**src/hdl/ptts_pkg.sv**
```systemverilog
`default_nettype none

package ptts_pkg;

   // field widths
   localparam int COORD_W = 10;
   localparam int SIZE_W  = 10;
   localparam int WIN_W   = 8;
   localparam int POS_W   = 12;

   // behaviour constants
   localparam int MOVE_PERIOD    = 4;
   localparam int RUN_LIMIT      = 30;
   localparam int FRACTION_STEPS = 5;
   localparam int SMALL_SIZE     = 28;

   // derived widths
   localparam int PHASE_W = (MOVE_PERIOD > 1) ? $clog2(MOVE_PERIOD) : 1;
   // the run count may take two whole steps past the limit before it is checked
   localparam int RUN_W   = $clog2(RUN_LIMIT + 3);
   // signed sub-step count, transiently reaching +/- FRACTION_STEPS
   localparam int FRAC_W  = $clog2(FRACTION_STEPS + 1) + 1;
   localparam int LOCK_W  = 2;

   localparam logic [LOCK_W-1:0] LOCK_FULL = LOCK_W'(2);

   // reset values of the servo positions
   localparam logic [POS_W-1:0] PAN_RESET  = POS_W'(2000);
   localparam logic [POS_W-1:0] TILT_RESET = POS_W'(2050);

   // reset values of the control registers
   localparam logic [COORD_W-1:0] AIM_X_RESET        = COORD_W'(325);
   localparam logic [COORD_W-1:0] AIM_Y_RESET        = COORD_W'(268);
   localparam logic [WIN_W-1:0]   LOCK_WINDOW_RESET  = WIN_W'(5);
   localparam logic [WIN_W-1:0]   LOCK_SMALL_RESET   = WIN_W'(6);
   localparam logic [POS_W-1:0]   PAN_MIN_RESET      = POS_W'(1800);
   localparam logic [POS_W-1:0]   PAN_MAX_RESET      = POS_W'(2200);
   localparam logic [POS_W-1:0]   TILT_MIN_RESET     = POS_W'(1950);
   localparam logic [POS_W-1:0]   TILT_MAX_RESET     = POS_W'(2200);

   // one axis' sub-step request for this frame
   typedef struct packed {
      logic move;   // axis outside the window and motion allowed
      logic up;     // direction: 1 adds, 0 subtracts
   } axis_cmd_type;

endpackage

`default_nettype wire

```
**src/hdl/pan_tilt_tracking_stepper_top.sv**
```systemverilog
`default_nettype none

// Pan/tilt tracking stepper.
// req_ channel: one item per camera frame (object x, y and size). rsp_ channel: one item
// back per frame with both servo positions, the per-axis send flags, locked and
// forced_pause. Both channels are valid/ready; an item moves when valid and ready are high
// at a rising edge.
// Path: an item taken on req_ passes through two registers (the input register and the result
// register) on its way to rsp_. Throughput: one item per cycle while rsp_ready stays high.
// The whole per-frame update (window test, lock count, sub-step and clamp per axis, run
// limit, send compare) sits between those two registers and updates the tracking state as
// the item moves into the result register.
// Receiver stall: the result register holds; one more item may wait in the input register,
// after which req_ready drops until rsp_ready returns.
// Reset (synchronous, active high): both channels empty, registers back to their defaults,
// servos at pan 2000 / tilt 2050 with nothing outstanding to send.
// Control registers via APB at byte address 4*i: aim_x, aim_y, lock_window,
// lock_window_small, pan_min, pan_max, tilt_min, tilt_max. Write only while idle.
module pan_tilt_tracking_stepper_top (
   input  wire logic                             clock,
   input  wire logic                             reset,
   // request channel
   input  wire logic                             req_valid,
   output logic                                  req_ready,
   input  wire logic [ptts_pkg::COORD_W-1:0]     req_object_x,
   input  wire logic [ptts_pkg::COORD_W-1:0]     req_object_y,
   input  wire logic [ptts_pkg::SIZE_W-1:0]      req_object_size,
   // result channel
   output logic                                  rsp_valid,
   input  wire logic                             rsp_ready,
   output logic      [ptts_pkg::POS_W-1:0]       rsp_pan_position,
   output logic      [ptts_pkg::POS_W-1:0]       rsp_tilt_position,
   output logic                                  rsp_pan_send,
   output logic                                  rsp_tilt_send,
   output logic                                  rsp_locked,
   output logic                                  rsp_forced_pause,
   // control registers
   input  wire logic                             psel,
   input  wire logic                             penable,
   input  wire logic                             pwrite,
   input  wire logic [4:0]                       paddr,
   input  wire logic [31:0]                      pwdata,
   output logic      [31:0]                      prdata,
   output logic                                  pready
);

   typedef enum logic [2:0] {
      REG_AIM_X      = 3'd0,
      REG_AIM_Y      = 3'd1,
      REG_LOCK_WIN   = 3'd2,
      REG_LOCK_SMALL = 3'd3,
      REG_PAN_MIN    = 3'd4,
      REG_PAN_MAX    = 3'd5,
      REG_TILT_MIN   = 3'd6,
      REG_TILT_MAX   = 3'd7
   } reg_index_type;

   localparam int CW = ptts_pkg::COORD_W;
   localparam int PW = ptts_pkg::POS_W;
   localparam int WW = ptts_pkg::WIN_W;

   // ---------------- control registers ----------------
   logic [CW-1:0] aim_x_ff;
   logic [CW-1:0] aim_y_ff;
   logic [WW-1:0] lock_win_ff;
   logic [WW-1:0] lock_small_ff;
   logic [PW-1:0] pan_min_ff;
   logic [PW-1:0] pan_max_ff;
   logic [PW-1:0] tilt_min_ff;
   logic [PW-1:0] tilt_max_ff;

   reg_index_type reg_sel;
   logic          csr_write;

   assign reg_sel   = reg_index_type'(paddr[4:2]);
   assign csr_write = psel && penable && pwrite;
   assign pready    = 1'b1;

   always_ff @(posedge clock) begin
      if (reset) begin
         aim_x_ff      <= ptts_pkg::AIM_X_RESET;
         aim_y_ff      <= ptts_pkg::AIM_Y_RESET;
         lock_win_ff   <= ptts_pkg::LOCK_WINDOW_RESET;
         lock_small_ff <= ptts_pkg::LOCK_SMALL_RESET;
         pan_min_ff    <= ptts_pkg::PAN_MIN_RESET;
         pan_max_ff    <= ptts_pkg::PAN_MAX_RESET;
         tilt_min_ff   <= ptts_pkg::TILT_MIN_RESET;
         tilt_max_ff   <= ptts_pkg::TILT_MAX_RESET;
      end else if (csr_write) begin
         unique case (reg_sel)
            REG_AIM_X:      aim_x_ff      <= pwdata[CW-1:0];
            REG_AIM_Y:      aim_y_ff      <= pwdata[CW-1:0];
            REG_LOCK_WIN:   lock_win_ff   <= pwdata[WW-1:0];
            REG_LOCK_SMALL: lock_small_ff <= pwdata[WW-1:0];
            REG_PAN_MIN:    pan_min_ff    <= pwdata[PW-1:0];
            REG_PAN_MAX:    pan_max_ff    <= pwdata[PW-1:0];
            REG_TILT_MIN:   tilt_min_ff   <= pwdata[PW-1:0];
            REG_TILT_MAX:   tilt_max_ff   <= pwdata[PW-1:0];
            default: ;
         endcase
      end
   end

   always_comb begin
      unique case (reg_sel)
         REG_AIM_X:      prdata = 32'(aim_x_ff);
         REG_AIM_Y:      prdata = 32'(aim_y_ff);
         REG_LOCK_WIN:   prdata = 32'(lock_win_ff);
         REG_LOCK_SMALL: prdata = 32'(lock_small_ff);
         REG_PAN_MIN:    prdata = 32'(pan_min_ff);
         REG_PAN_MAX:    prdata = 32'(pan_max_ff);
         REG_TILT_MIN:   prdata = 32'(tilt_min_ff);
         REG_TILT_MAX:   prdata = 32'(tilt_max_ff);
         default:        prdata = '0;
      endcase
   end

   // ---------------- input register ----------------
   logic                             s1_valid_ff;
   logic [CW-1:0]                    s1_x_ff;
   logic [CW-1:0]                    s1_y_ff;
   logic [ptts_pkg::SIZE_W-1:0]      s1_size_ff;
   logic                             s1_adv;   // item moves into the result register
   logic                             req_take;

   assign s1_adv    = s1_valid_ff && (!rsp_valid || rsp_ready);
   assign req_ready = !s1_valid_ff || s1_adv;
   assign req_take  = req_valid && req_ready;

   always_ff @(posedge clock) begin
      if (reset) begin
         s1_valid_ff <= 1'b0;
      end else if (req_take) begin
         s1_valid_ff <= 1'b1;
      end else if (s1_adv) begin
         s1_valid_ff <= 1'b0;
      end
   end

   always_ff @(posedge clock) begin
      if (req_take) begin
         s1_x_ff    <= req_object_x;
         s1_y_ff    <= req_object_y;
         s1_size_ff <= req_object_size;
      end
   end

   // ---------------- tracking state ----------------
   logic [PW-1:0]                          pan_now_ff,  pan_now_in;
   logic [PW-1:0]                          tilt_now_ff, tilt_now_in;
   logic [PW-1:0]                          pan_sent_ff, pan_sent_in;
   logic [PW-1:0]                          tilt_sent_ff, tilt_sent_in;
   logic signed [ptts_pkg::FRAC_W-1:0]     pan_fifths_ff, pan_fifths_in;
   logic signed [ptts_pkg::FRAC_W-1:0]     tilt_fifths_ff, tilt_fifths_in;
   logic [ptts_pkg::LOCK_W-1:0]            lock_frames_ff, lock_frames_in;
   logic [ptts_pkg::PHASE_W-1:0]           move_phase_ff, move_phase_in;
   logic [ptts_pkg::RUN_W-1:0]             step_run_ff, step_run_in;

   // ---------------- per-frame update ----------------
   logic signed [CW:0]          err_x;
   logic signed [CW:0]          err_y;
   logic signed [CW:0]          neg_x;
   logic signed [CW:0]          neg_y;
   logic [CW-1:0]               mag_x;
   logic [CW-1:0]               mag_y;
   logic [WW-1:0]               win;
   logic                        in_x;
   logic                        in_y;
   logic                        allow;
   logic [ptts_pkg::LOCK_W-1:0] lock_inc;
   logic                        hold;
   logic                        pause;
   logic                        pan_diff;
   logic                        tilt_diff;
   logic [ptts_pkg::RUN_W-1:0]  run_sum;
   ptts_pkg::axis_cmd_type      pan_cmd;
   ptts_pkg::axis_cmd_type      tilt_cmd;
   logic [PW-1:0]               pan_next;
   logic [PW-1:0]               tilt_next;
   logic signed [ptts_pkg::FRAC_W-1:0] pan_f_next;
   logic signed [ptts_pkg::FRAC_W-1:0] tilt_f_next;
   logic                        pan_stepped;
   logic                        tilt_stepped;

   // phase advances first; motion only on the wrap
   assign move_phase_in = (move_phase_ff == ptts_pkg::PHASE_W'(ptts_pkg::MOVE_PERIOD - 1))
                          ? '0 : (move_phase_ff + 1'b1);
   assign allow = (move_phase_in == '0);

   // pan error is aim - object, tilt error is object - aim
   assign err_x = $signed({1'b0, aim_x_ff}) - $signed({1'b0, s1_x_ff});
   assign err_y = $signed({1'b0, s1_y_ff}) - $signed({1'b0, aim_y_ff});
   assign neg_x = -err_x;
   assign neg_y = -err_y;
   assign mag_x = err_x[CW] ? neg_x[CW-1:0] : err_x[CW-1:0];
   assign mag_y = err_y[CW] ? neg_y[CW-1:0] : err_y[CW-1:0];

   assign win  = (s1_size_ff < ptts_pkg::SIZE_W'(ptts_pkg::SMALL_SIZE)) ? lock_small_ff
                                                                       : lock_win_ff;
   assign in_x = (mag_x <= CW'(win));
   assign in_y = (mag_y <= CW'(win));

   assign lock_inc = (lock_frames_ff == ptts_pkg::LOCK_FULL) ? ptts_pkg::LOCK_FULL
                                                             : (lock_frames_ff + 1'b1);
   assign hold = in_x && in_y && (lock_inc == ptts_pkg::LOCK_FULL);

   // positive pan error steps pan down, positive tilt error steps tilt up
   assign pan_cmd.move  = allow && !in_x && !hold;
   assign pan_cmd.up    = !(err_x > 0);
   assign tilt_cmd.move = allow && !in_y && !hold;
   assign tilt_cmd.up   = (err_y > 0);

   ptts_axis u_pan (
      .cmd         (pan_cmd),
      .fifths      (pan_fifths_ff),
      .pos         (pan_now_ff),
      .pos_lo      (pan_min_ff),
      .pos_hi      (pan_max_ff),
      .fifths_next (pan_f_next),
      .pos_next    (pan_next),
      .stepped     (pan_stepped)
   );

   ptts_axis u_tilt (
      .cmd         (tilt_cmd),
      .fifths      (tilt_fifths_ff),
      .pos         (tilt_now_ff),
      .pos_lo      (tilt_min_ff),
      .pos_hi      (tilt_max_ff),
      .fifths_next (tilt_f_next),
      .pos_next    (tilt_next),
      .stepped     (tilt_stepped)
   );

   assign run_sum   = step_run_ff + ptts_pkg::RUN_W'(pan_stepped)
                                  + ptts_pkg::RUN_W'(tilt_stepped);
   assign pause     = !hold && (run_sum > ptts_pkg::RUN_W'(ptts_pkg::RUN_LIMIT));
   assign pan_diff  = (pan_next != pan_sent_ff);
   assign tilt_diff = (tilt_next != tilt_sent_ff);

   always_comb begin
      pan_now_in     = pan_next;
      tilt_now_in    = tilt_next;
      pan_fifths_in  = pan_f_next;
      tilt_fifths_in = tilt_f_next;
      pan_sent_in    = pan_sent_ff;
      tilt_sent_in   = tilt_sent_ff;
      if (hold || pause) begin
         // locked, or run limit hit: clear the run, count as locked, send nothing
         lock_frames_in = ptts_pkg::LOCK_FULL;
         step_run_in    = '0;
      end else begin
         lock_frames_in = (in_x && in_y) ? lock_inc : '0;
         step_run_in    = (pan_diff || tilt_diff) ? run_sum : '0;
         if (pan_diff) begin
            pan_sent_in = pan_next;
         end
         if (tilt_diff) begin
            tilt_sent_in = tilt_next;
         end
      end
   end

   always_ff @(posedge clock) begin
      if (reset) begin
         pan_now_ff     <= ptts_pkg::PAN_RESET;
         tilt_now_ff    <= ptts_pkg::TILT_RESET;
         pan_sent_ff    <= ptts_pkg::PAN_RESET;
         tilt_sent_ff   <= ptts_pkg::TILT_RESET;
         pan_fifths_ff  <= '0;
         tilt_fifths_ff <= '0;
         lock_frames_ff <= '0;
         move_phase_ff  <= '0;
         step_run_ff    <= '0;
      end else if (s1_adv) begin
         pan_now_ff     <= pan_now_in;
         tilt_now_ff    <= tilt_now_in;
         pan_sent_ff    <= pan_sent_in;
         tilt_sent_ff   <= tilt_sent_in;
         pan_fifths_ff  <= pan_fifths_in;
         tilt_fifths_ff <= tilt_fifths_in;
         lock_frames_ff <= lock_frames_in;
         move_phase_ff  <= move_phase_in;
         step_run_ff    <= step_run_in;
      end
   end

   // ---------------- result register ----------------
   logic          rsp_valid_ff;
   logic [PW-1:0] rsp_pan_ff;
   logic [PW-1:0] rsp_tilt_ff;
   logic          rsp_pan_send_ff;
   logic          rsp_tilt_send_ff;
   logic          rsp_locked_ff;
   logic          rsp_pause_ff;

   always_ff @(posedge clock) begin
      if (reset) begin
         rsp_valid_ff <= 1'b0;
      end else if (s1_adv) begin
         rsp_valid_ff <= 1'b1;
      end else if (rsp_ready) begin
         rsp_valid_ff <= 1'b0;
      end
   end

   always_ff @(posedge clock) begin
      if (s1_adv) begin
         rsp_pan_ff       <= pan_next;
         rsp_tilt_ff      <= tilt_next;
         rsp_pan_send_ff  <= !hold && !pause && pan_diff;
         rsp_tilt_send_ff <= !hold && !pause && tilt_diff;
         rsp_locked_ff    <= hold;
         rsp_pause_ff     <= pause;
      end
   end

   assign rsp_valid         = rsp_valid_ff;
   assign rsp_pan_position  = rsp_pan_ff;
   assign rsp_tilt_position = rsp_tilt_ff;
   assign rsp_pan_send      = rsp_pan_send_ff;
   assign rsp_tilt_send     = rsp_tilt_send_ff;
   assign rsp_locked        = rsp_locked_ff;
   assign rsp_forced_pause  = rsp_pause_ff;

`ifndef SYNTHESIS
   // the run count never rests above the limit
   assert property (@(posedge clock) disable iff (reset)
      step_run_ff <= ptts_pkg::RUN_W'(ptts_pkg::RUN_LIMIT))
      else $error("step run count above limit");

   // a locked or paused frame sends nothing, and is never both
   assert property (@(posedge clock) disable iff (reset)
      rsp_valid && (rsp_locked || rsp_forced_pause) |->
         !rsp_pan_send && !rsp_tilt_send && !(rsp_locked && rsp_forced_pause))
      else $error("send flag on a locked or paused frame");

   // a forced pause leaves the lock count full
   assert property (@(posedge clock) disable iff (reset)
      s1_adv && pause |=> lock_frames_ff == ptts_pkg::LOCK_FULL)
      else $error("lock count not full after forced pause");

   // after a send the sent copy matches the shown pan position
   assert property (@(posedge clock) disable iff (reset)
      s1_adv && !hold && !pause && pan_diff |=> pan_sent_ff == rsp_pan_position)
      else $error("pan sent copy out of step with result");
`endif

endmodule

`default_nettype wire

```
**src/hdl/ptts_axis.sv**
```systemverilog
`default_nettype none

// One axis: add a signed sub-step, and on a whole step move and clamp the position.
module ptts_axis (
   input  wire ptts_pkg::axis_cmd_type                    cmd,
   input  wire logic signed [ptts_pkg::FRAC_W-1:0]        fifths,
   input  wire logic        [ptts_pkg::POS_W-1:0]         pos,
   input  wire logic        [ptts_pkg::POS_W-1:0]         pos_lo,
   input  wire logic        [ptts_pkg::POS_W-1:0]         pos_hi,
   output logic signed      [ptts_pkg::FRAC_W-1:0]        fifths_next,
   output logic             [ptts_pkg::POS_W-1:0]         pos_next,
   output logic                                           stepped
);

   localparam int EXT_W = ptts_pkg::POS_W + 2;
   localparam logic signed [ptts_pkg::FRAC_W-1:0] FRAC_ONE  = ptts_pkg::FRAC_W'(1);
   localparam logic signed [ptts_pkg::FRAC_W-1:0] FRAC_FULL =
      ptts_pkg::FRAC_W'(ptts_pkg::FRACTION_STEPS);

   logic signed [ptts_pkg::FRAC_W-1:0] f_sum;
   logic                               full_up;
   logic                               full_dn;
   logic signed [EXT_W-1:0]            pos_ext;
   logic signed [EXT_W-1:0]            lo_ext;
   logic signed [EXT_W-1:0]            hi_ext;
   logic signed [EXT_W-1:0]            moved;
   logic        [ptts_pkg::POS_W-1:0]  clamped;

   assign f_sum   = cmd.up ? (fifths + FRAC_ONE) : (fifths - FRAC_ONE);
   assign full_up = cmd.move && (f_sum == FRAC_FULL);
   assign full_dn = cmd.move && (f_sum == -FRAC_FULL);
   assign stepped = full_up || full_dn;

   assign pos_ext = $signed({2'b00, pos});
   assign lo_ext  = $signed({2'b00, pos_lo});
   assign hi_ext  = $signed({2'b00, pos_hi});
   assign moved   = full_up ? (pos_ext + EXT_W'(1)) : (pos_ext - EXT_W'(1));

   // low limit is checked first, so it wins when a moved position breaks both crossed limits
   always_comb begin
      if (moved < lo_ext) begin
         clamped = pos_lo;
      end else if (moved > hi_ext) begin
         clamped = pos_hi;
      end else begin
         clamped = moved[ptts_pkg::POS_W-1:0];
      end
   end

   always_comb begin
      if (stepped) begin
         fifths_next = '0;
         pos_next    = clamped;
      end else if (cmd.move) begin
         fifths_next = f_sum;
         pos_next    = pos;
      end else begin
         fifths_next = fifths;
         pos_next    = pos;
      end
   end

endmodule

`default_nettype wire
```
**config.mk**
```make
export PLATFORM = sky130hd
export DESIGN_NAME = pan_tilt_tracking_stepper_top
export DESIGN_NICKNAME = d
export VERILOG_FILES = /design/src/hdl/ptts_pkg.sv /design/src/hdl/pan_tilt_tracking_stepper_top.sv /design/src/hdl/ptts_axis.sv
export SDC_FILE = /design/constraint.sdc
export NUM_CORES = 1
export LEC_CHECK = 0
export ABC_AREA = 1
export BUFFER_PORTS_ARGS = -buffer_cell sky130_fd_sc_hd__buf_2
export CAP_MARGIN = 0
export CORE_AREA = 2 2 261 186
export CTS_BUF_LIST = sky130_fd_sc_hd__clkbuf_8 sky130_fd_sc_hd__clkbuf_16
export DETAILED_ROUTE_END_ITERATION = 12
export DIE_AREA = 0 0 263 188
export PLACE_DENSITY_LB_ADDON = 0.08
export REMOVE_ABC_BUFFERS = 1
export SETUP_SLACK_MARGIN = 0.3
export SYNTH_ARGS = -nofsm -noshare
export SYNTH_HDL_FRONTEND = slang
export SYNTH_SLANG_ARGS = --single-unit
```
**constraint.sdc**
```tcl
create_clock -name clock -period 14.9 [get_ports clock]
set_input_delay 0.745 -clock clock [delete_from_list [all_inputs] [get_ports clock]]
set_output_delay 0.745 -clock clock [all_outputs]
set_load 0.05 [all_outputs]
```
==> Word level (Yosys, flattened, before mapping) <==
Index checks and enable logic that the tools add are counted.
{ "word_totals": {"out_inout_bits": 63, "inputBits": 74, "word_cells": 147, "ff_bits": 210} }
{ "classes": {"addsub": 16, "n_reduce_logical": 48, "bitwise_logic": 1, "n_mux": 28, "n_eq_ne": 16, "n_lt_le_gt_ge": 10} }
{ "op_table": {"columns": ["operator", "count"], "rows": [
  ["case mux 32 bit (8 select lines)", 1],
  ["2-to-1 mux 12 bit", 6],
  ["> comparator 14 x 13 -> 1 bit", 2],
  ["< comparator 14 x 13 -> 1 bit", 2],
  ["2-to-1 mux 14 bit", 2],
  ["adder 12 x 1 -> 13 bit, second input constant", 2],
  ["subtractor 12 x 1 -> 13 bit, second input constant", 2],
  ["2-to-1 mux 4 bit", 6],
  ["inequality test 12 bit", 2],
  ["> comparator 11 x 1 -> 1 bit, second input constant", 2],
  ["subtractor 10 x 10 -> 11 bit", 2],
  ["<= comparator 10 x 8 -> 1 bit", 2],
  ["2-to-1 mux 10 bit", 2],
  ["negation 10 bit", 2],
  ["AND reduction 2 bit", 10],
  ["logical AND 1 bit", 18],
  ["== test 4 bit, second input constant", 4],
  ["adder 6 x 1 -> 6 bit", 2],
  ["== test 3 bit, second input constant", 4],
  ["2-to-1 mux 6 bit", 2],
  ["< comparator 10 x 5 -> 1 bit, second input constant", 1],
  ["adder 4 x 2 -> 4 bit, second input constant", 2],
  ["2-to-1 mux 2 bit", 4],
  ["2-to-1 mux 8 bit", 1],
  ["14 further kinds", 36]
]} }

==> Logic depth before layout (Yosys ltp) <==
Gate-level depths: netlist of the first run.
{ "depth": {"ltp_word": 18, "ltp_mapped": 56, "ltp_nobuf": 53} }

==> Hierarchy <==
From an unflattened synthesis of the first run, not the netlist that was laid out.
{ "hier_totals": {"cells_unflattened": 2105, "area_unflattened_um2": 14611.5} }
{ "modules_own_cells": {"columns": ["mod", "instances", "seq_area_each_um2", "area_per_inst_um2", "cells_per_inst"], "rows": [
  ["pan_tilt_tracking_stepper_top", 1, 4724.5, 10682.7, 1365],
  ["ptts_axis", 2, 0.0, 1964.4, 370]
]} }

==> Worst setup path before layout of the first run <==
Ideal clock, no wire load.
{ "synth_path": {"path_kind": "reg2reg", "from": "register s1_size_ff[3] (netlist name)", "to": "register tilt_sent_ff[11]", "path_stages_with_launch": 38, "path_slack_ns": 8.856, "period_less_slack_ns": 6.044, "path_buffers": 2, "t_required_ns": 14.766, "t_arrival_ns": 5.910, "setup_time_ns": 0.134, "cell_sequence": "edfxtp_1 -> a311o_1 -> nor4_1 -> mux2i_1 -> ha_1 -> a21oi_1 -> o21ai_0 -> a21oi_1 -> nor2_1 -> a211o_1 -> nand2_1 -> nand3_2 -> nand2_2 -> nor2_4 -> nand2_1 -> a21boi_0 -> ha_1 -> a21oi_1 -> (+2 left out) -> a21oi_1 -> nor2_1 -> o2bb2ai_1 -> nand2_4 -> nand2_4 -> buf_8 -> nor2_2 -> o21ai_2 -> nand2_2 -> nand2_1 -> nand3_1 -> nor2_1 -> nand2_1 -> nor2_4 -> inv_2 -> buf_2 -> nand3_1 -> nand3_1"} }
{ "synth_between": {"elab_cells_between_ends": 33, "cone_classes": "add/sub: 2; order compare: 6; eq/ne: 1; mux: 5; bitwise: 1; reduce/logical: 18"} }
{ "synth_rtl": {"columns": ["element", "line_no", "source"], "rows": [
  ["from (decl)", "pan_tilt_tracking_stepper_top.sv:122", "logic [ptts_pkg::SIZE_W-1:0] s1_size_ff;"],
  ["from (signal assigned)", "pan_tilt_tracking_stepper_top.sv:144", "s1_size_ff <= req_object_size;"],
  ["< comparator 10 x 5 -> 1 bit *", "pan_tilt_tracking_stepper_top.sv:198", "assign win = (s1_size_ff < ptts_pkg::SIZE_W'(ptts_pkg::SMALL_SIZE)) ? lock_small_ff"],
  ["2-to-1 mux 8 bit *", "pan_tilt_tracking_stepper_top.sv:198", null],
  ["<= comparator 10 x 8 -> 1 bit (on tied branches)", "pan_tilt_tracking_stepper_top.sv:200, pan_tilt_tracking_stepper_top.sv:201", null],
  ["logical AND 1 bit (2 in series)", "pan_tilt_tracking_stepper_top.sv:205", "assign hold = in_x && in_y && (lock_inc == ptts_pkg::LOCK_FULL);"],
  ["zero test 1 bit", "pan_tilt_tracking_stepper_top.sv:210", "assign tilt_cmd.move = allow && !in_y && !hold;"],
  ["logical AND 1 bit *", "pan_tilt_tracking_stepper_top.sv:210", null],
  ["logical AND 1 bit", "ptts_axis.sv:30", "assign full_up = cmd.move && (f_sum == FRAC_FULL);"],
  ["2-to-1 mux 14 bit", "ptts_axis.sv:37", "assign moved = full_up ? (pos_ext + EXT_W'(1)) : (pos_ext - EXT_W'(1));"],
  ["> comparator 14 x 13 -> 1 bit", "ptts_axis.sv:43", "end else if (moved > hi_ext) begin"],
  ["2-to-1 mux 12 bit", "ptts_axis.sv:43", null],
  ["2-to-1 mux 12 bit", "ptts_axis.sv:41", "if (moved < lo_ext) begin"],
  ["2-to-1 mux 12 bit *", "ptts_axis.sv:51", "if (stepped) begin"],
  ["via tilt_next[1]", "pan_tilt_tracking_stepper_top.sv:179", "logic [PW-1:0] tilt_next;"],
  ["inequality test 12 bit *", "pan_tilt_tracking_stepper_top.sv:239", "assign tilt_diff = (tilt_next != tilt_sent_ff);"],
  ["AND reduction 3 bit (no source line) *", null, null],
  ["to (signal assigned)", "pan_tilt_tracking_stepper_top.sv:269", "tilt_sent_ff <= ptts_pkg::TILT_RESET;"],
  ["to (signal assigned)", "pan_tilt_tracking_stepper_top.sv:279", "tilt_sent_ff <= tilt_sent_in;"],
  ["to (decl)", "pan_tilt_tracking_stepper_top.sv:152", "logic [PW-1:0] tilt_sent_ff, tilt_sent_in;"]
]} }
The timed path passes the listed nets; every way through them passes the cells marked *.
A chain may end at the register's enable or synchronous reset.

==> Worst setup path after layout of the first run <==
{ "layout_path": {"from": "register aim_x_ff[0]", "to": "register step_run_ff[0] (netlist name)"} }
{ "layout_between": {"elab_chain_cells": 18, "elab_cells_between_ends": 43, "cone_classes": "add/sub: 4; order compare: 7; eq/ne: 4; mux: 12; reduce/logical: 16"} }
{ "layout_rtl": {"columns": ["element", "line_no", "source"], "rows": [
  ["from (decl)", "pan_tilt_tracking_stepper_top.sv:63", "logic [CW-1:0] aim_x_ff;"],
  ["from (signal assigned)", "pan_tilt_tracking_stepper_top.sv:81", "aim_x_ff <= ptts_pkg::AIM_X_RESET;"],
  ["from (signal assigned)", "pan_tilt_tracking_stepper_top.sv:91", "REG_AIM_X: aim_x_ff <= pwdata[CW-1:0];"],
  ["subtractor 10 x 10 -> 11 bit *", "pan_tilt_tracking_stepper_top.sv:191", "assign err_x = $signed({1'b0, aim_x_ff}) - $signed({1'b0, s1_x_ff});"],
  ["negation 10 bit", "pan_tilt_tracking_stepper_top.sv:193", "assign neg_x = -err_x;"],
  ["2-to-1 mux 10 bit", "pan_tilt_tracking_stepper_top.sv:195", "assign mag_x = err_x[CW] ? neg_x[CW-1:0] : err_x[CW-1:0];"],
  ["<= comparator 10 x 8 -> 1 bit", "pan_tilt_tracking_stepper_top.sv:200", "assign in_x = (mag_x <= CW'(win));"],
  ["logical AND 1 bit (2 in series)", "pan_tilt_tracking_stepper_top.sv:205", null],
  ["zero test 1 bit", "pan_tilt_tracking_stepper_top.sv:208", "assign pan_cmd.move = allow && !in_x && !hold;"],
  ["logical AND 1 bit", "pan_tilt_tracking_stepper_top.sv:208", null],
  ["logical AND 1 bit", "ptts_axis.sv:30", null],
  ["(+2 left out)", null, null],
  ["2-to-1 mux 12 bit", "ptts_axis.sv:43", null],
  ["2-to-1 mux 12 bit", "ptts_axis.sv:41", null],
  ["2-to-1 mux 12 bit *", "ptts_axis.sv:51", null],
  ["via pan_next[4]", "pan_tilt_tracking_stepper_top.sv:178", "logic [PW-1:0] pan_next;"],
  ["inequality test 12 bit *", "pan_tilt_tracking_stepper_top.sv:238", "assign pan_diff = (pan_next != pan_sent_ff);"],
  ["logical OR 1 bit *", "pan_tilt_tracking_stepper_top.sv:254", "step_run_in = (pan_diff || tilt_diff) ? run_sum : '0;"],
  ["2-to-1 mux 6 bit *", "pan_tilt_tracking_stepper_top.sv:254", null],
  ["2-to-1 mux 6 bit *", "pan_tilt_tracking_stepper_top.sv:248", "if (hold || pause) begin"],
  ["to (signal assigned)", "pan_tilt_tracking_stepper_top.sv:284", "step_run_ff <= step_run_in;"],
  ["to (decl)", "pan_tilt_tracking_stepper_top.sv:157", "logic [ptts_pkg::RUN_W-1:0] step_run_ff, step_run_in;"]
]} }
Marked as above.

==> summary.md, run 1 <==
| Metric | Value |
|---|---|
| Run status | `completed` |
| Leak pwr | `7.20 nW` |
| Post-cts gate resize count | `0` |
| Core Region | `0.0471 mm^2` |
| Warnings from Yosys | `0` |
| Post-DP HPWL | `32800 um` |
| Initial antenna violation count | `3` |
| Critical path type | `reg -> reg` |
| Antenna diodes | `0` |
| Largest net degree at the start of global routing | `81` |
| Most used cell, CP | `nand2_1` |
| CP Launch Type | `flip-flop` |
| Via-to-Cell Ratio | `4.75` |
| Postcts setup bufs | `0` |
| Yosys top cell by area | `dfxtp_1` |
| CTS clock-pin slew for the worst setup and hold paths | `about 0.06 ns` |
| Worst-margin pin slew | `1.21 ns` |
| Synth cell types | `67` |
| Clock Path Buffers | `3` |
| Synth Flop Type | `dfxtp_1` |
| Crit path largest cell delay | `0.59 ns` |
| I/O pins | `137` |
| CTS Buf Count | `25` |
| H-tree Lvls | `1` |
| Routed WL | `43600 um` |
| RePlAce Congestion | `0.823` |
| Sequential share of the synthesized area | `0.338` |
| Fin crit period | `approximately 8.1 ns` |
| Fin. max-slew vios | `0` |
| Die area | `roughly 0.049 mm^2` |
| Worst EP arrival | `~8.5 ns` |
| Post-DP Area | `0.0149 mm^2` |
| PwrDens | `just under 100 mW/mm^2` |
| Via count | `between 10000 and 15000` |
| Placed insts | `2542` |
| Share of layout cells above drive strength 1 | `0.130` |
| Tot Pwr | `1.55 mW` |
| Cts hold-fix bufs | `0` |
| Nets | `approximately 2100` |
| Mapped Cells | `about 1900` |
| Post-route insts no fill | `2587` |
| Die Y | `188 um` |
| Hold Vio Cnt, Final | `0` |
| TritonCTS clock tree | `done` |
| Clock Sinks | `around 210` |
| CP Max Fanout | `13` |
| GRT overflow | `0` |
| Clk_skew | `0.0167 ns` |
| Vias in the first global route | `~12000` |
| WP data required | `15.29 ns` |
| Final setup vio count | `0` |
| Slowest stage cell, crit path | `nand4_1` |
| Synth Register Bits | `about 210` |
| Area grow syn2layout | `11.9%` |
| Fin Setup TNS | `0 ns` |
| Syn Area/Cell | `7.42 um^2` |
| DRT Pass-1 Iters | `5` |
| Initial Utilization | `0.296` |
| Port bufs | `91` |
| Hold crit path type | `in -> reg` |
| CP Capture Type | `flip-flop` |
| CTS root buffer | `clkbuf_16` |
| Worst skew pair latency | `0.56 ns` |
| Top cells by area, synth | `dfxtp_1 22%, edfxtp_1 12%, nand2_1 10%, ha_1 8.9%, a21oi_1 6.2%` |
| First-iteration detailed-routing DRC count | `739` |
| WL/cell | `~17 um` |
| RSZ-0062 raised after global routing | `no` |
| Rows | `between 60 and 70` |
| VDD IR max | `0.0644 mV` |
| Final worst path period share | `0.545` |
| Top cell type's share of synthesized area | `0.218` |
| Final antenna-violating net count | `0` |
| Max cap viols | `0` |
| Ys async rst share | `0` |
| Gr usage total | `0.175` |
| Fin area | `0.0156 mm^2` |
| EDFF count, synth | `56` |
| Max Freq | `around 0.12 GHz` |
| DRC | `0` |
| Global-route wire length before repair | `68000 um` |
| Slew HR | `0.183` |
| Synthesized area | `0.0140 mm^2` |
| Finished Core Util | `0.332` |
| Chip width | `263 um` |
[layer usage]
| layer | track usage | vias up | part of all wire |
|---|---|---|---|
| met3 | 0.0231 | 53 | 0.041 |
| li1 | - | 6379 | - |
| met4 | 0.0464 | 0 | 0.026 |
| met5 | 0 | - | 0 |
| met2 | 0.254 | 210 | 0.40 |
| met1 | 0.268 | 5634 | 0.54 |
[per-stage QoR]
stage	hold WS, ns	worst slack (ns)
global placement	0.453	6.82
floorplan	0.439	8.36
finish	0.371	6.78
detailed placement	0.457	6.72
global route	0.349	5.84
CTS	0.331	6.67
[layout by cell type (no fill, tap or decap), types with 4 or more instances in the layout]
| master | instances |
|---|---|
| nor2_1 | 122 |
| mux2i_1 | 7 |
| nand3_1 | 146 |
| dfxtp_1 | 152 |
| nand2_1 | 379 |
| buf_4 | 9 |
| nand3_2 | 13 |
| nor3_1 | 25 |
| o211ai_1 | 11 |
| a21oi_1 | 173 |
| inv_4 | 4 |
| clkinv_2 | 7 |
| nor4_1 | 4 |
| fa_1 | 5 |
| edfxtp_1 | 56 |
| a21o_1 | 4 |
| xor2_1 | 45 |
| a21oi_2 | 7 |
| o22ai_1 | 9 |
| o21ai_0 | 114 |
| buf_2 | 91 |
| nor2_2 | 10 |
| ha_1 | 99 |
| inv_1 | 234 |
| a211oi_1 | 4 |
| nand2_4 | 5 |
| nand4_1 | 15 |
| o2111ai_1 | 8 |
| conb_1 | 21 |
| xnor2_1 | 14 |
| a22oi_1 | 9 |
| nand3b_1 | 18 |
| clkbuf_16 | 25 |
| clkbuf_8 | 5 |
| o221ai_1 | 4 |
| inv_2 | 14 |
| nand2_2 | 43 |
| a221oi_1 | 11 |
[layout make-up]
| type | count | area (um^2) |
|---|---|---|
| multi-input cells | 1366 | 7910 |
| clock buffers | 30 | 694 |
| inverters | 247 | 931 |
| clock inverters | 15 | 71.3 |
| repair buffers | 100 | 523 |
| well taps | 621 | 777 |
| flip-flops and latches | 208 | 4720 |
| fillers | 5077 | 31500 |
[cells in the mapped netlist, types with 23 or more instances]
cell type / instances
inv_1: 229
nand2_1: 380
nand3_1: 146
edfxtp_1: 56
clkbuf_1: 37
xor2_1: 45
o21ai_0: 114
dfxtp_1: 152
a21oi_1: 173
buf_4: 23
nand2_2: 42
nor3_1: 25
nor2_1: 123
ha_1: 99
[flip-flops by register name, indices dropped and copies added, names as in the netlist, 4 cells and up]
register           cells
step_run_ff            6
rsp_tilt_position     12
lock_win_ff            8
pan_fifths_ff          4
pan_now_ff            12
tilt_sent_ff          12
pan_min_ff            12
pan_max_ff            12
tilt_fifths_ff         4
pan_sent_ff           12
aim_x_ff              10
aim_y_ff              10
rsp_pan_position      12
tilt_min_ff           12
s1_size_ff             8
tilt_now_ff           12
s1_y_ff               10
lock_small_ff          8
s1_x_ff               10
tilt_max_ff           12
[worst paths after layout]
kind	cells past startpoint	from	endpoint	slack, ns
hold / removal	1	req_object_size[9]	s1_size_ff[9]	0.37
hold reg to reg	2	step_run_ff[5]	step_run_ff[5]	0.46
setup reg to reg	48	aim_x_ff[0]	step_run_ff[0]	6.78
setup / recovery	48	aim_x_ff[0]	step_run_ff[0]	6.78
[critical path, delay by kind of cell (launching register included)]
kind            cells  cell delay, ns
flops               1            0.31
buf+inv             7            0.69
simple gates       27            4.09
xor+xnor            1            0.15
compound gates      8            1.23
fa+ha+maj           5            1.46
[power breakdown]
part	switching, mW	internal [mW]	total (mW)
logic	0.239	0.109	0.348
registers	0.0157	0.603	0.619
clock network	0.256	0.329	0.585
total	0.511	1.04	1.55
[cells by family after synthesis]
logic type | share of synthesized area
flip-flops | 0.338
AND/OR/NAND/NOR | 0.265
multiplexers | 0.00502
XOR/XNOR | 0.0405
AO/OA/AOI/OAI | 0.154
adder cells (fa/ha/maj) | 0.0958
buffers and inverters | 0.101
other | 0.000538
No activity file was read; power rests on OpenSTA's default activity.
==> run 2: changes to the inputs <==
==> constraint.sdc (replaced) <==
create_clock -name clock -period 7.2 [get_ports clock]
set_input_delay 0.36 -clock clock [delete_from_list [all_inputs] [get_ports clock]]
set_output_delay 0.36 -clock clock [all_outputs]
set_load 0.05 [all_outputs]
==> run 2 against run 1 <==
- via count up 5.4%
- core utilization is 4.9 points higher
- clock skew down 0.0053 ns
- largest power group is now clock
- largest cell class unchanged
- highest routed layer unchanged
- sequential cell count is the same
- sequential share of layout area is 3.9 points lower
- routed wire length increased by 3.4%
- sequential power grew 110%
- count of clock-buffer cells in the layout rose by 2
- critical path type unchanged
- power increased by 130%
==> summary.md, run 2 (same netlist as run 1, synthesis figures left out) <==
| Metric | Value |
|---|---|
| Run status | `completed` |
| Fill cell count | `4907 (-3.3%)` |
| Routed WL | `45000 um (+3.4%)` |
| Worst skew pair latency | `0.56 ns (about the same)` |
| RSZ-0062 raised after global routing | `no` |
| I/O pins | `137 (unchanged)` |
| CP Launch Type | `flip-flop` |
| Fin Setup TNS | `0 ns (unchanged)` |
| Share of layout cells above drive strength 1 | `0.248 (+0.118)` |
| Area grow syn2layout | `28.4%` |
| Vias in the first global route | `12100 (+4.5%)` |
| Core Region | `0.0471 mm^2 (unchanged)` |
| CTS clock-pin slew for the worst setup and hold paths | `0.06 ns (about the same)` |
| Switch Pwr | `1.16 mW (+130%)` |
| Tot Pwr | `3.62 mW (+130%)` |
| CTS Buf Count | `26 (+4.0%)` |
| Rows | `67 (unchanged)` |
| CP Max Fanout | `6 (-7)` |
| Via count | `12900 (+5.4%)` |
| Slowest stage cell, crit path | `fa_2` |
| Clk pwr share | `0.385 (+0.008)` |
| Hold crit path type | `in -> reg` |
| Slew HR | `0.273 (+0.0901)` |
| DRT Pass-1 Iters | `5 (unchanged)` |
| First-iteration detailed-routing DRC count | `753 (+1.9%)` |
| Post-DP HPWL | `33200 um (+1.3%)` |
| Finished Core Util | `0.381 (+0.0490)` |
| Global-route wire length before repair | `69500 um (+2.1%)` |
| M1 WL | `23700 um (+1.5%)` |
| Die area | `0.0494 mm^2 (unchanged)` |
| Initial antenna violation count | `3 (unchanged)` |
| Clock Path Buffers | `3 (unchanged)` |
| H-tree Lvls | `1 (unchanged)` |
| WL/cell | `16.5 um (-2.2%)` |
| Int Pwr | `2.46 mW (+140%)` |
| Fin crit period | `6.55 ns (-1.57 ns)` |
| VDD IR max | `0.140 mV (+120%)` |
| RePlAce Congestion | `0.830 (+0.92%)` |
| Max Freq | `0.153 GHz (+24%)` |
| Largest net degree at the start of global routing | `81 (unchanged)` |
| Initial Utilization | `0.296 (unchanged)` |
| WP data required | `7.60 ns (-7.69 ns)` |
| Critical path type | `reg -> reg` |
| Gr usage total | `0.177 (+0.00236)` |
| GRT overflow | `0 (unchanged)` |
| Via-to-Cell Ratio | `4.74 (-0.21%)` |
| Most common cell after layout, fill and taps aside | `nand2_1` |
| Commonest cells after routing, fill and taps aside | `342 x nand2_1, 222 x inv_1, 151 x dfxtp_1` |
| Net Sw Frac | `0.320 (-0.00852)` |
| Comb power frac | `0.262 (+0.038)` |
| Final setup vio count | `0 (unchanged)` |
| Worst EP arrival | `6.94 ns (-1.56 ns)` |
| Max Used Layer | `met4` |
| Chip width | `263 um (unchanged)` |
| Fin. max-slew vios | `0 (unchanged)` |
| Leak pwr | `8.07 nW (+12%)` |
| Clk_skew | `0.0114 ns (-0.00526 ns)` |
| PwrDens | `202 mW/mm^2 (+100%)` |
| Nets | `2268 (+6.7%)` |
| Worst-margin pin slew | `1.08 ns (-0.133 ns)` |
| Crit path largest cell delay | `0.38 ns (-0.21 ns)` |
| Die Y | `188 um (unchanged)` |
| TritonCTS clock tree | `done` |
| Final antenna-violating net count | `0 (unchanged)` |
| CP Capture Type | `flip-flop` |
| DRC | `0 (unchanged)` |
| Final worst path period share | `0.909 (+0.365)` |
| Clock Sinks | `208 (unchanged)` |
| Sequential power share | `0.353 (-0.046)` |
| Port bufs | `91 (unchanged)` |
| Hold Vio Cnt, Final | `0 (unchanged)` |
| CTS root buffer | `clkbuf_16` |
| Max cap viols | `0 (unchanged)` |
| DR WL met2 | `18700 um (+8.4%)` |
| DR WL met3 | `1650 um (-8.1%)` |
## run 2: changes by cell type in the layout (fill, tap and decap cells not counted), moves of 16 or more
| cell | delta |
|---|---|
| buf_6 | +16 |
| a21oi_1 | -27 |
| nand2_2 | +30 |
| a21oi_2 | +26 |
| nand2_1 | -37 |
| ha_1 | -24 |
| buf_4 | +88 |
| dlygate4sd3_1 | +28 |
| ha_4 | +20 |
## run 2: cell type report
type / instances / area (um^2) / area share
sequential: 208 / 4730 / 0.263
timing repair inverter: 1 / 8.76 / 0.000488
antenna: 2 / 5.00 / 0.000279
tap: 621 / 777 / 0.0433
clock buffer: 32 / 756 / 0.0421
timing repair buffer: 238 / 1760 / 0.0983
clock inverter: 16 / 154 / 0.00858
multi-input combinational: 1368 / 8800 / 0.490
inverter: 247 / 956 / 0.0533
## run 2: timing repair
action | in CTS | in global routing
endpoints found under the hold margin | 28 | 0
buffers inserted | 2 | 25
gates cloned | 0 | 4
hold buffers | 28 | 0
resized for setup | 10 | 209
pin swaps | 2 | 105
endpoints found under the setup margin | 20 | 36
## run 2: metrics by stage
step | setup slack, ns | hold slack, ns | cells | area (um^2)
after floorplan | 0.658 | 0.429 | 1821 | 13600
after global placement | 0.256 | 0.453 | 2624 | 15500
after global routing | 0.206 | 0.0959 | 2731 | 17900
after detailed placement | 0.150 | 0.459 | 2624 | 15500
after CTS | 0.305 | 0.0464 | 2702 | 16800
final | 0.652 | 0.0792 | 2733 | 17900
## run 2: routing by layer
| layer | vias to the layer above | track usage |
|---|---|---|
| li1 | 6682 | - |
| met2 | 225 | 0.264 |
| met5 | - | 0 |
| met1 | 5990 | 0.271 |
| met3 | 45 | 0.0205 |
| met4 | 0 | 0.0398 |
## run 2: critical path: cells and delay by family, from the launching register on
kind | cells | cell delay, ns
adders and majority gates | 4 | 1.15
xor gates and xnor gates | 2 | 0.22
DFF | 1 | 0.35
and+or+nand+nor | 24 | 2.49
AOI/OAI and AO/OA | 7 | 1.06
buffers and inverters | 10 | 1.08
## run 2: worst paths after layout
kind                            depth (start not counted)           start             end  slack (ns)
worst max register to register                         47      s1_y_ff[0]  step_run_ff[4]        0.65
worst max-delay path                                   47      s1_y_ff[0]  step_run_ff[4]        0.65
worst min-delay path                                    3       req_valid     s1_valid_ff        0.08
worst min register to register                          2  step_run_ff[5]  step_run_ff[5]        0.46
## run 2: power by group through the flow
stage | Combinational, mW | Sequential, mW | Clock [mW]
after global placement | 0.780 | 1.31 | 0
final | 0.948 | 1.28 | 1.40
after CTS | 0.811 | 1.28 | 1.44
after detailed placement | 0.789 | 1.31 | 0
after global routing | 1.05 | 1.29 | 1.49
after floorplan | 0.505 | 1.32 | 0
